File: config.mk
export PLATFORM = sky130hd
export DESIGN_NAME = ipv4_port_rule_filter_flat
export DESIGN_NICKNAME = d
export VERILOG_FILES = /design/src/design/iprf_pkg.sv /design/src/design/iprf_if.sv /design/src/design/iprf_ram.sv /design/src/design/iprf_ctrl.sv /design/src/design/iprf_dp.sv /design/src/design/ipv4_port_rule_filter.sv /design/src/flat_wrapper.sv
export SDC_FILE = /design/constraint.sdc
export NUM_CORES = 2
export LEC_CHECK = 0
export ABC_CLOCK_PERIOD_IN_PS = 4900
export BUFFER_PORTS_ARGS = -buffer_cell sky130_fd_sc_hd__buf_2
export CAP_MARGIN = 20
export CORE_MARGIN = 1
export CORE_UTILIZATION = 25
export DETAILED_ROUTE_END_ITERATION = 10
export PLACE_DENSITY_LB_ADDON = 0.1
export SYNTH_ARGS = -nofsm -noshare
export SYNTH_HDL_FRONTEND = slang
export SYNTH_SLANG_ARGS = --single-unit
File: constraint.sdc
create_clock -name i_clk -period 4.9 [get_ports i_clk]
set_clock_uncertainty 0.05 [all_clocks]
set_input_delay 0.49 -clock i_clk [delete_from_list [all_inputs] [get_ports i_clk]]
set_output_delay 0.49 -clock i_clk [all_outputs]
set_load 0.01 [all_outputs]
File: src/design/iprf_pkg.sv
// ----------------------------------------------------------------------------
// iprf_pkg
// Shared types and constants of the IPv4 port rule filter.
// ----------------------------------------------------------------------------
package iprf_pkg;

    typedef enum logic [1:0] {
        CMD_BYTE = 2'd0,
        CMD_RULE = 2'd1,
        CMD_READ = 2'd2,
        CMD_NOP  = 2'd3
    } t_cmd;

    typedef enum logic [1:0] {
        S_IDLE,
        S_CHECK,
        S_SCAN
    } t_state;

    // verdict causes
    localparam logic [2:0] CAUSE_TRUNC    = 3'd0;
    localparam logic [2:0] CAUSE_NOT_IPV4 = 3'd1;
    localparam logic [2:0] CAUSE_OTHER    = 3'd2;
    localparam logic [2:0] CAUSE_DROP     = 3'd3;
    localparam logic [2:0] CAUSE_ALLOW    = 3'd4;
    localparam logic [2:0] CAUSE_USER     = 3'd5;
    localparam logic [2:0] CAUSE_NO_MATCH = 3'd6;

    // rule actions
    localparam logic [1:0] ACT_DROP     = 2'd0;
    localparam logic [1:0] ACT_ALLOW    = 2'd1;
    localparam logic [1:0] ACT_USER     = 2'd2;
    localparam logic [1:0] ACT_USER_ALT = 2'd3;

    // counter indexes
    localparam logic [2:0] CNT_TOTAL = 3'd0;
    localparam logic [2:0] CNT_TCP   = 3'd1;
    localparam logic [2:0] CNT_UDP   = 3'd2;
    localparam logic [2:0] CNT_DROP  = 3'd3;
    localparam logic [2:0] CNT_ALLOW = 3'd4;
    localparam logic [2:0] CNT_USER  = 3'd5;
    localparam int         NUM_CNT   = 6;

    localparam logic [15:0] ETHERTYPE_IPV4 = 16'h0800;
    localparam logic [7:0]  PROTO_TCP      = 8'd6;
    localparam logic [7:0]  PROTO_UDP      = 8'd17;

    // minimum frame lengths
    localparam logic [6:0] LEN_ETH = 7'd14;
    localparam logic [6:0] LEN_IP  = 7'd34;
    localparam logic [6:0] LEN_UDP = 7'd42;
    localparam logic [6:0] LEN_TCP = 7'd54;

    // header byte offsets
    localparam logic [5:0] POS_ETH_HI = 6'd12;
    localparam logic [5:0] POS_ETH_LO = 6'd13;
    localparam logic [5:0] POS_PROTO  = 6'd23;
    localparam logic [5:0] POS_DST0   = 6'd30;
    localparam logic [5:0] POS_DST1   = 6'd31;
    localparam logic [5:0] POS_DST2   = 6'd32;
    localparam logic [5:0] POS_DST3   = 6'd33;
    localparam logic [5:0] POS_PORT0  = 6'd36;
    localparam logic [5:0] POS_PORT1  = 6'd37;
    localparam logic [5:0] POS_MAX    = 6'd63;

    localparam int RULE_W = 58;

    typedef struct packed {
        logic cap;
        logic last;
        logic wr_rule;
        logic rd_cnt;
        logic check;
        logic scan;
    } t_dp_cmd;

    typedef struct packed {
        logic early;
        logic hit;
        logic last_slot;
        logic out_busy;
    } t_dp_sts;

endpackage

File: src/design/iprf_if.sv
// ----------------------------------------------------------------------------
// iprf_if
// Input and result channels of the IPv4 port rule filter.
// ----------------------------------------------------------------------------
interface iprf_in_if;
    logic        valid;
    logic        ready;
    logic [1:0]  command;
    logic [7:0]  data_byte;
    logic        last_byte;
    logic [5:0]  slot_index;
    logic        slot_valid;
    logic [7:0]  match_protocol;
    logic [31:0] match_address;
    logic [15:0] match_port;
    logic [1:0]  rule_action;
    logic [2:0]  counter_select;

    modport source (output valid, command, data_byte, last_byte, slot_index, slot_valid,
                    match_protocol, match_address, match_port, rule_action,
                    counter_select, input ready);
    modport sink   (input valid, command, data_byte, last_byte, slot_index, slot_valid,
                    match_protocol, match_address, match_port, rule_action,
                    counter_select, output ready);
endinterface

interface iprf_out_if;
    logic        valid;
    logic        ready;
    logic        result_kind;
    logic        drop_frame;
    logic [2:0]  verdict_cause;
    logic [5:0]  matched_slot;
    logic [63:0] counter_value;

    modport source (output valid, result_kind, drop_frame, verdict_cause, matched_slot,
                    counter_value, input ready);
    modport sink   (input valid, result_kind, drop_frame, verdict_cause, matched_slot,
                    counter_value, output ready);
endinterface

File: src/design/iprf_ram.sv
// ----------------------------------------------------------------------------
// iprf_ram
// Generic single-write, single-read RAM with registered read data.
// ----------------------------------------------------------------------------
module iprf_ram #(
    parameter int WIDTH = 8,
    parameter int DEPTH = 16
) (
    input  logic                                  i_clk,
    input  logic                                  i_we,
    input  logic [((DEPTH > 1) ? $clog2(DEPTH) : 1)-1:0] i_waddr,
    input  logic [WIDTH-1:0]                      i_wdata,
    input  logic [((DEPTH > 1) ? $clog2(DEPTH) : 1)-1:0] i_raddr,
    output logic [WIDTH-1:0]                      o_rdata
);
    logic [WIDTH-1:0] r_mem [DEPTH];

    always_ff @(posedge i_clk) begin
        if (i_we) begin
            r_mem[i_waddr] <= i_wdata;
        end
        o_rdata <= r_mem[i_raddr];
    end
endmodule

File: src/design/iprf_ctrl.sv
// ----------------------------------------------------------------------------
// iprf_ctrl
// Sequencer: accepts words, runs the header checks and the rule scan.
// ----------------------------------------------------------------------------
module iprf_ctrl
    import iprf_pkg::*;
(
    input  logic      i_clk,
    input  logic      i_rst_n,
    input  logic      i_valid,
    input  logic [1:0] i_command,
    input  logic      i_last_byte,
    input  t_dp_sts   i_sts,
    output logic      o_ready,
    output t_dp_cmd   o_cmd
);
    t_state r_state, n_state;
    logic   accept;

    always_ff @(posedge i_clk) begin
        if (!i_rst_n) begin
            r_state <= S_IDLE;
        end else begin
            r_state <= n_state;
        end
    end

    always_comb begin
        n_state = r_state;
        unique case (r_state)
            S_IDLE: begin
                if (accept && i_command == CMD_BYTE && i_last_byte) begin
                    n_state = S_CHECK;
                end
            end
            S_CHECK: begin
                n_state = i_sts.early ? S_IDLE : S_SCAN;
            end
            S_SCAN: begin
                if (i_sts.hit || i_sts.last_slot) begin
                    n_state = S_IDLE;
                end
            end
            default: n_state = S_IDLE;
        endcase
    end

    always_comb begin
        o_ready = (r_state == S_IDLE) && !i_sts.out_busy;
        accept  = i_valid && o_ready;
        o_cmd   = '0;
        unique case (r_state)
            S_IDLE: begin
                o_cmd.cap     = accept && (i_command == CMD_BYTE);
                o_cmd.last    = i_last_byte;
                o_cmd.wr_rule = accept && (i_command == CMD_RULE);
                o_cmd.rd_cnt  = accept && (i_command == CMD_READ);
            end
            S_CHECK: o_cmd.check = 1'b1;
            S_SCAN:  o_cmd.scan  = 1'b1;
            default: o_cmd = '0;
        endcase
    end
endmodule

File: src/design/iprf_dp.sv
// ----------------------------------------------------------------------------
// iprf_dp
// Datapath: header capture, rule table, rule compare, counters, result word.
// ----------------------------------------------------------------------------
module iprf_dp
    import iprf_pkg::*;
#(
    parameter int RULE_SLOTS = 50
) (
    input  logic        i_clk,
    input  logic        i_rst_n,
    input  t_dp_cmd     i_cmd,
    input  logic [7:0]  i_data_byte,
    input  logic [5:0]  i_slot_index,
    input  logic        i_slot_valid,
    input  logic [7:0]  i_match_protocol,
    input  logic [31:0] i_match_address,
    input  logic [15:0] i_match_port,
    input  logic [1:0]  i_rule_action,
    input  logic [2:0]  i_counter_select,
    output t_dp_sts     o_sts,
    iprf_out_if.source  o_out
);
    localparam int IW = (RULE_SLOTS > 1) ? $clog2(RULE_SLOTS) : 1;

    logic [5:0]  r_pos;
    logic [6:0]  r_len;
    logic [15:0] r_etype;
    logic [7:0]  r_proto;
    logic [31:0] r_dst;
    logic [15:0] r_port;

    logic [RULE_SLOTS-1:0] r_slot_vld;
    logic [IW-1:0]         r_idx;
    logic [63:0]           r_cnt [NUM_CNT];

    logic        r_out_valid;
    logic        r_kind;
    logic        r_drop;
    logic [2:0]  r_cause;
    logic [5:0]  r_slot;
    logic [63:0] r_value;

    logic              wr_ok;
    logic [IW-1:0]     waddr;
    logic [IW-1:0]     raddr;
    logic [RULE_W-1:0] rdata;
    logic [1:0]        rd_act;
    logic              hit;
    logic              last_slot;
    logic              early;
    logic              early_drop;
    logic [2:0]        early_cause;
    logic              is_tcp;
    logic              is_udp;
    logic              ld_early;
    logic              ld_scan;
    logic              verdict_done;
    logic [NUM_CNT-1:0] inc;

    // rule table
    assign wr_ok = i_cmd.wr_rule && (i_slot_index != '0) && (int'(i_slot_index) <= RULE_SLOTS);
    assign waddr = IW'(int'(i_slot_index) - 1);
    assign raddr = i_cmd.check ? '0 : (last_slot ? r_idx : r_idx + 1'b1);

    iprf_ram #(
        .WIDTH (RULE_W),
        .DEPTH (RULE_SLOTS)
    ) u_rules (
        .i_clk   (i_clk),
        .i_we    (wr_ok),
        .i_waddr (waddr),
        .i_wdata ({i_match_protocol, i_match_address, i_match_port, i_rule_action}),
        .i_raddr (raddr),
        .o_rdata (rdata)
    );

    assign rd_act    = rdata[1:0];
    assign last_slot = (int'(r_idx) == RULE_SLOTS - 1);
    assign hit = i_cmd.scan && r_slot_vld[r_idx] && (rdata[57:50] == r_proto)
              && (rdata[49:18] == r_dst) && (rdata[17:2] == r_port);

    // header checks, in priority order
    always_comb begin
        is_tcp      = (r_proto == PROTO_TCP);
        is_udp      = (r_proto == PROTO_UDP);
        early       = 1'b1;
        early_drop  = 1'b1;
        early_cause = CAUSE_TRUNC;
        if (r_len < LEN_ETH) begin
            early_drop = 1'b1;
        end else if (r_etype != ETHERTYPE_IPV4) begin
            early_drop  = 1'b0;
            early_cause = CAUSE_NOT_IPV4;
        end else if (r_len < LEN_IP) begin
            early_drop = 1'b1;
        end else if (is_tcp) begin
            early = (r_len < LEN_TCP);
        end else if (is_udp) begin
            early = (r_len < LEN_UDP);
        end else begin
            early_drop  = 1'b0;
            early_cause = CAUSE_OTHER;
        end
    end

    assign ld_early     = i_cmd.check && early;
    assign ld_scan      = i_cmd.scan && (hit || last_slot);
    assign verdict_done = ld_early || ld_scan;

    always_comb begin
        inc            = '0;
        inc[CNT_TOTAL] = i_cmd.check;
        inc[CNT_TCP]   = i_cmd.check && !early && is_tcp;
        inc[CNT_UDP]   = i_cmd.check && !early && is_udp;
        inc[CNT_DROP]  = hit && (rd_act == ACT_DROP);
        inc[CNT_ALLOW] = hit && (rd_act == ACT_ALLOW);
        inc[CNT_USER]  = hit && rd_act[1];
    end

    assign o_sts.early     = early;
    assign o_sts.hit       = hit;
    assign o_sts.last_slot = last_slot;
    assign o_sts.out_busy  = r_out_valid && !o_out.ready;

    // frame capture
    always_ff @(posedge i_clk) begin
        if (!i_rst_n) begin
            r_pos   <= '0;
            r_len   <= '0;
            r_etype <= '0;
            r_proto <= '0;
            r_dst   <= '0;
            r_port  <= '0;
        end else if (i_cmd.cap) begin
            case (r_pos) inside
                POS_ETH_HI: r_etype[15:8] <= i_data_byte;
                POS_ETH_LO: r_etype[7:0]  <= i_data_byte;
                POS_PROTO:  r_proto       <= i_data_byte;
                POS_DST0, POS_DST1, POS_DST2, POS_DST3: r_dst <= {r_dst[23:0], i_data_byte};
                POS_PORT0, POS_PORT1: r_port <= {r_port[7:0], i_data_byte};
                default: ;
            endcase
            if (i_cmd.last) begin
                r_len <= {1'b0, r_pos} + 7'd1;
                r_pos <= '0;
            end else if (r_pos != POS_MAX) begin
                r_pos <= r_pos + 6'd1;
            end
        end else if (verdict_done) begin
            r_etype <= '0;
            r_proto <= '0;
            r_dst   <= '0;
            r_port  <= '0;
        end
    end

    // slot valid bits and scan index
    always_ff @(posedge i_clk) begin
        if (!i_rst_n) begin
            r_slot_vld <= '0;
            r_idx      <= '0;
        end else begin
            if (wr_ok) begin
                r_slot_vld[waddr] <= i_slot_valid;
            end
            if (i_cmd.check) begin
                r_idx <= '0;
            end else if (i_cmd.scan && !hit && !last_slot) begin
                r_idx <= r_idx + 1'b1;
            end
        end
    end

    // event counters, wrap at 2^64
    always_ff @(posedge i_clk) begin
        if (!i_rst_n) begin
            for (int i = 0; i < NUM_CNT; i++) begin
                r_cnt[i] <= '0;
            end
        end else begin
            for (int i = 0; i < NUM_CNT; i++) begin
                if (inc[i]) begin
                    r_cnt[i] <= r_cnt[i] + 64'd1;
                end
            end
        end
    end

    // result word
    always_ff @(posedge i_clk) begin
        if (!i_rst_n) begin
            r_out_valid <= 1'b0;
        end else if (i_cmd.rd_cnt || verdict_done) begin
            r_out_valid <= 1'b1;
        end else if (o_out.ready) begin
            r_out_valid <= 1'b0;
        end
    end

    always_ff @(posedge i_clk) begin
        if (i_cmd.rd_cnt) begin
            r_kind  <= 1'b1;
            r_drop  <= 1'b0;
            r_cause <= CAUSE_TRUNC;
            r_slot  <= '0;
            r_value <= (int'(i_counter_select) < NUM_CNT) ? r_cnt[i_counter_select] : '0;
        end else if (ld_early) begin
            r_kind  <= 1'b0;
            r_drop  <= early_drop;
            r_cause <= early_cause;
            r_slot  <= '0;
            r_value <= '0;
        end else if (ld_scan) begin
            r_kind  <= 1'b0;
            r_value <= '0;
            if (hit) begin
                r_drop  <= (rd_act == ACT_DROP);
                r_cause <= (rd_act == ACT_DROP) ? CAUSE_DROP
                         : ((rd_act == ACT_ALLOW) ? CAUSE_ALLOW : CAUSE_USER);
                r_slot  <= 6'(int'(r_idx) + 1);
            end else begin
                r_drop  <= 1'b0;
                r_cause <= CAUSE_NO_MATCH;
                r_slot  <= '0;
            end
        end
    end

    assign o_out.valid         = r_out_valid;
    assign o_out.result_kind   = r_kind;
    assign o_out.drop_frame    = r_drop;
    assign o_out.verdict_cause = r_cause;
    assign o_out.matched_slot  = r_slot;
    assign o_out.counter_value = r_value;

    a_no_overwrite: assert property (@(posedge i_clk) disable iff (!i_rst_n)
        verdict_done |-> !(r_out_valid && !o_out.ready))
        else $error("verdict loaded over an unconsumed result");

    a_frame_cleared: assert property (@(posedge i_clk) disable iff (!i_rst_n)
        verdict_done |=> (r_pos == '0) && (r_proto == '0) && (r_dst == '0))
        else $error("frame state not cleared after verdict");

    a_idx_range: assert property (@(posedge i_clk) disable iff (!i_rst_n)
        i_cmd.scan |-> (int'(r_idx) < RULE_SLOTS))
        else $error("rule scan index out of range");
endmodule

File: src/design/ipv4_port_rule_filter.sv
// ----------------------------------------------------------------------------
// ipv4_port_rule_filter
// Exact-match IPv4 frame classifier with a rule table and event counters.
// ----------------------------------------------------------------------------
// The last byte of a frame starts the header checks, which either decide the
// verdict themselves or pass the frame to the rule stage: the rule table sits
// in a RAM with one read port, and the scan compares one slot per cycle,
// stopping at the first valid match. Input ready stays low during that scan
// and while a result waits to be taken.
// ----------------------------------------------------------------------------
module ipv4_port_rule_filter
    import iprf_pkg::*;
#(
    parameter int RULE_SLOTS = 50
) (
    input  logic        i_clk,
    input  logic        i_rst_n,
    iprf_in_if.sink     i_in,
    iprf_out_if.source  o_out
);
    t_dp_cmd cmd;
    t_dp_sts sts;

    iprf_ctrl u_ctrl (
        .i_clk       (i_clk),
        .i_rst_n     (i_rst_n),
        .i_valid     (i_in.valid),
        .i_command   (i_in.command),
        .i_last_byte (i_in.last_byte),
        .i_sts       (sts),
        .o_ready     (i_in.ready),
        .o_cmd       (cmd)
    );

    iprf_dp #(
        .RULE_SLOTS (RULE_SLOTS)
    ) u_dp (
        .i_clk            (i_clk),
        .i_rst_n          (i_rst_n),
        .i_cmd            (cmd),
        .i_data_byte      (i_in.data_byte),
        .i_slot_index     (i_in.slot_index),
        .i_slot_valid     (i_in.slot_valid),
        .i_match_protocol (i_in.match_protocol),
        .i_match_address  (i_in.match_address),
        .i_match_port     (i_in.match_port),
        .i_rule_action    (i_in.rule_action),
        .i_counter_select (i_in.counter_select),
        .o_sts            (sts),
        .o_out            (o_out)
    );
endmodule
File: src/flat_wrapper.sv
// flat-port wrapper written by rule: the top's interface ports become plain ports
module ipv4_port_rule_filter_flat import iprf_pkg::*;
#(
    parameter int RULE_SLOTS = 50
)
  (i_clk, i_rst_n, i_in_valid, i_in_command, i_in_data_byte, i_in_last_byte, i_in_slot_index, i_in_slot_valid, i_in_match_protocol, i_in_match_address, i_in_match_port, i_in_rule_action, i_in_counter_select, i_in_ready, o_out_valid, o_out_result_kind, o_out_drop_frame, o_out_verdict_cause, o_out_matched_slot, o_out_counter_value, o_out_ready);
  iprf_in_if i_in_i ();
  iprf_out_if o_out_i ();
  input  logic i_clk;
  input  logic i_rst_n;
  input wire logic [$bits(i_in_i.valid)-1:0] i_in_valid;
  input wire logic [$bits(i_in_i.command)-1:0] i_in_command;
  input wire logic [$bits(i_in_i.data_byte)-1:0] i_in_data_byte;
  input wire logic [$bits(i_in_i.last_byte)-1:0] i_in_last_byte;
  input wire logic [$bits(i_in_i.slot_index)-1:0] i_in_slot_index;
  input wire logic [$bits(i_in_i.slot_valid)-1:0] i_in_slot_valid;
  input wire logic [$bits(i_in_i.match_protocol)-1:0] i_in_match_protocol;
  input wire logic [$bits(i_in_i.match_address)-1:0] i_in_match_address;
  input wire logic [$bits(i_in_i.match_port)-1:0] i_in_match_port;
  input wire logic [$bits(i_in_i.rule_action)-1:0] i_in_rule_action;
  input wire logic [$bits(i_in_i.counter_select)-1:0] i_in_counter_select;
  output wire logic [$bits(i_in_i.ready)-1:0] i_in_ready;
  output wire logic [$bits(o_out_i.valid)-1:0] o_out_valid;
  output wire logic [$bits(o_out_i.result_kind)-1:0] o_out_result_kind;
  output wire logic [$bits(o_out_i.drop_frame)-1:0] o_out_drop_frame;
  output wire logic [$bits(o_out_i.verdict_cause)-1:0] o_out_verdict_cause;
  output wire logic [$bits(o_out_i.matched_slot)-1:0] o_out_matched_slot;
  output wire logic [$bits(o_out_i.counter_value)-1:0] o_out_counter_value;
  input wire logic [$bits(o_out_i.ready)-1:0] o_out_ready;
  assign i_in_i.valid = i_in_valid;
  assign i_in_i.command = i_in_command;
  assign i_in_i.data_byte = i_in_data_byte;
  assign i_in_i.last_byte = i_in_last_byte;
  assign i_in_i.slot_index = i_in_slot_index;
  assign i_in_i.slot_valid = i_in_slot_valid;
  assign i_in_i.match_protocol = i_in_match_protocol;
  assign i_in_i.match_address = i_in_match_address;
  assign i_in_i.match_port = i_in_match_port;
  assign i_in_i.rule_action = i_in_rule_action;
  assign i_in_i.counter_select = i_in_counter_select;
  assign i_in_ready = i_in_i.ready;
  assign o_out_valid = o_out_i.valid;
  assign o_out_result_kind = o_out_i.result_kind;
  assign o_out_drop_frame = o_out_i.drop_frame;
  assign o_out_verdict_cause = o_out_i.verdict_cause;
  assign o_out_matched_slot = o_out_i.matched_slot;
  assign o_out_counter_value = o_out_i.counter_value;
  assign o_out_i.ready = o_out_ready;
  ipv4_port_rule_filter #(.RULE_SLOTS(RULE_SLOTS)) u_core (.i_clk(i_clk), .i_rst_n(i_rst_n), .i_in(i_in_i), .o_out(o_out_i));
endmodule
==> metrics <==
Final Setup Violations=0; metal1 wirelength=around 270000 um; LEAKAGE=about 0.054 uW; Synth async-reset ratio=0%; met3 routed WL=just under 30000 um; drt via density=approximately 5.0; worst path bufs/invs=4; DRT Pass-1 Iters=5; final core occ=between 20% and 30%; Filler Cell Count=58300; first-pass GRT wire length=811000 um; largest net degree at the start of global routing=91; hold_sp=i_in_match_address[16]; synth top area cells=edfxtp_1, mux2i_1, mux4_2; synthesized instance count=10000; Post-Route WL=approximately 600000 um; layout cells sized above 1=about 14%; gr usage total=between 15 and 20%; Distinct cells, synth=92; dpl cell area=around 0.16 mm2; pwr dens=~380 mW/mm2; met2 WL=287000 um; MaxCap Viol Count=0; die height=a little under 800 um; H-tree level count=5; hold crit path type=in -> reg; DPL Wire Length=between 300000 and 400000 um; hold path cells=1; Critical Path AT=approximately 5300 ps; port bufs=~160; Initial Util=25.1%; Yosys top cell by area=edfxtp_1; DRT antenna net count=0; number of instances in the placed design=17700; initial antenna violation count=between 80 and 90; Top cell by count, worst path=buf_12; status=finished clean; gpl congestion=between 0.8 and 0.9; Die Area=about 0.59 mm2; EDFF count, synth=roughly 3300; total core area=~0.59 mm2; Iteration-0 DRC Markers=8880; post-synthesis net count=~10000; cell at the slowest stage of the critical path=nand4_1; row count=about 280; # Post-CTS Setup Buffers=0; Yosys warning total=0; RR Startpoint=u_core.u_dp.r_idx[0]; critical path required time=5510 ps; Max Freq=212 MHz; Clock Latency Late Sink=about 1100 ps; Final min period=between 4000 and 5000 ps; DRC Markers=0; Avg Cell Area, Syn=14.7 um2; area grow syn2layout=18.6%; FF/Latch Area=approximately 0.10 mm2; non-filler cells, final=18600; startpoint types=register; Critical Path, Cell by Cell=buf_4 > inv_1 > nor3_2 > o21ai_4 > buf_12 > buf_12 > mux2_2 > o311ai_0 > a211o_1 > nand4_1; # IOs=160; Tcrit/Tclk final=a little over nine tenths; Most used DFF post-synth=edfxtp_1; vias in the first global route=around 92000; nets=between 10000 and 15000; Power, Total=roughly 66000 uW; Least-Margin Pin Slew=about 1200 ps; maximum fanout along the worst path=72; final instance area=approximately 0.17 mm2; final slew viol count=0; clk buf depth=4; Synth top cells by count=edfxtp_1, nand2_1, nor2_1; most instantiated library cell after synthesis=edfxtp_1; Yosys top cell area share=68.1%; GRT overflow=0; critical path's largest stage delay=600 ps; Worst Reg-to-Reg Cells=10; RSZ-0062 raised after global routing=false; CP Class=reg -> reg; Hold Vio Cnt, Final=0; routed vias=between 90000 and 100k; peak supply drop=slightly above 300 uV; Reg clk slew, reported paths=about 60 ps; Worst Setup SP=u_core.u_dp.r_idx[0]; CTS Root Buffer Type=clkbuf_16; Num CTS Buffers=approximately 420; WL/cell=approximately 32 um; multi-input logic area=0.0403 mm2; mapped cell area=around 0.15 mm2; DIE WIDTH=770 um; Critical Path Stages=10; CTS tree=yes; final setup TNS=0 ps; clk sinks=about 3600; Crit path max-delay family=buffers and inverters; CP Capture Type=register; Seq cells post-synth=3560; Rel. slew slack=20.5%; Top Metal Used=met5; Seq/Total Area, Yosys=slightly above 70%
## report_power, final
group	total (uW)	internal [uW]	switching [uW]	leakage, uW
sequential	33700	33500	266	0.0320
clock	30800	17400	13400	0.00656
combinational	1550	441	1110	0.0156
## registers in the layout (all words and copies together), names as in the netlist, 8 cells and up
signal / count
u_core.u_dp.r_etype: 16
u_core.u_dp.r_cnt: 384
u_core.u_dp.r_dst: 32
u_core.u_dp.o_out.counter_value: 64
u_core.u_dp.r_slot_vld: 50
u_core.u_dp.r_proto: 8
u_core.u_dp.r_port: 16
u_core.u_dp.u_rules.r_mem: 2900
u_core.u_dp.u_rules.o_rdata: 58
## cell families after synthesis
group / share of synthesized area, %
AOI/OAI and AO/OA: 7.25
xor gates and xnor gates: 2.38
adders and majority gates: 0.119
buffers and inverters: 2.21
DFF: 71.0
muxes: 6.94
and+or+nand+nor: 10.1
## area by class of cell
cell class | count | share of cell area (%)
clock inverter | 212 | 1.17
antenna | 16 | 0.0229
sequential | 3560 | 59.9
multi-input combinational | 5705 | 23.0
clock buffer | 565 | 6.54
timing repair buffer | 601 | 3.56
inverter | 115 | 0.247
tap | 7782 | 5.56
## worst paths after layout
| kind | slack (ps) | endpoint |
|---|---|---|
| max | 190 | u_core.u_dp.u_rules.o_rdata[48] |
| min | 90 | u_core.u_dp.u_rules.r_mem[14][34] |
| max reg2reg | 190 | u_core.u_dp.u_rules.o_rdata[48] |
| min reg2reg | 410 | u_core.u_dp.o_out.matched_slot[2] |
## metrics by stage
step	setup slack (ps)	hold slack [ps]
floorplan	-71.0	396
global placement	149	404
detailed placement	132	397
CTS	171	4.42
global route	150	64.7
finish	193	87.8
## placed cells by master, fill, tap and decap left out, types with 167 or more instances in the layout
master,count
a211oi_1,183
a22o_1,198
a31oi_1,171
and3_1,256
buf_4,247
clkbuf_16,421
dfxtp_1,211
edfxtp_1,3348
mux2i_1,557
mux4_2,196
nand2_1,1093
nand3_1,416
nand4_1,240
nor2_1,588
nor3_1,167
xnor2_1,194
xor2_1,206
## layer usage
metal | vias up | global-route usage, %
met5 | - | 0
met4 | 26 | 5.26
met3 | 857 | 2.52
met2 | 2923 | 32.8
met1 | 49500 | 26.7
li1 | 39900 | -
## what timing repair did
item                       4_1_cts  5_1_grt
gates resized for setup          0        0
hold endpoints to repair       978        0
hold buffers                    36        0
setup endpoints to repair        0        0
No activity file was read; power rests on OpenSTA's default activity.
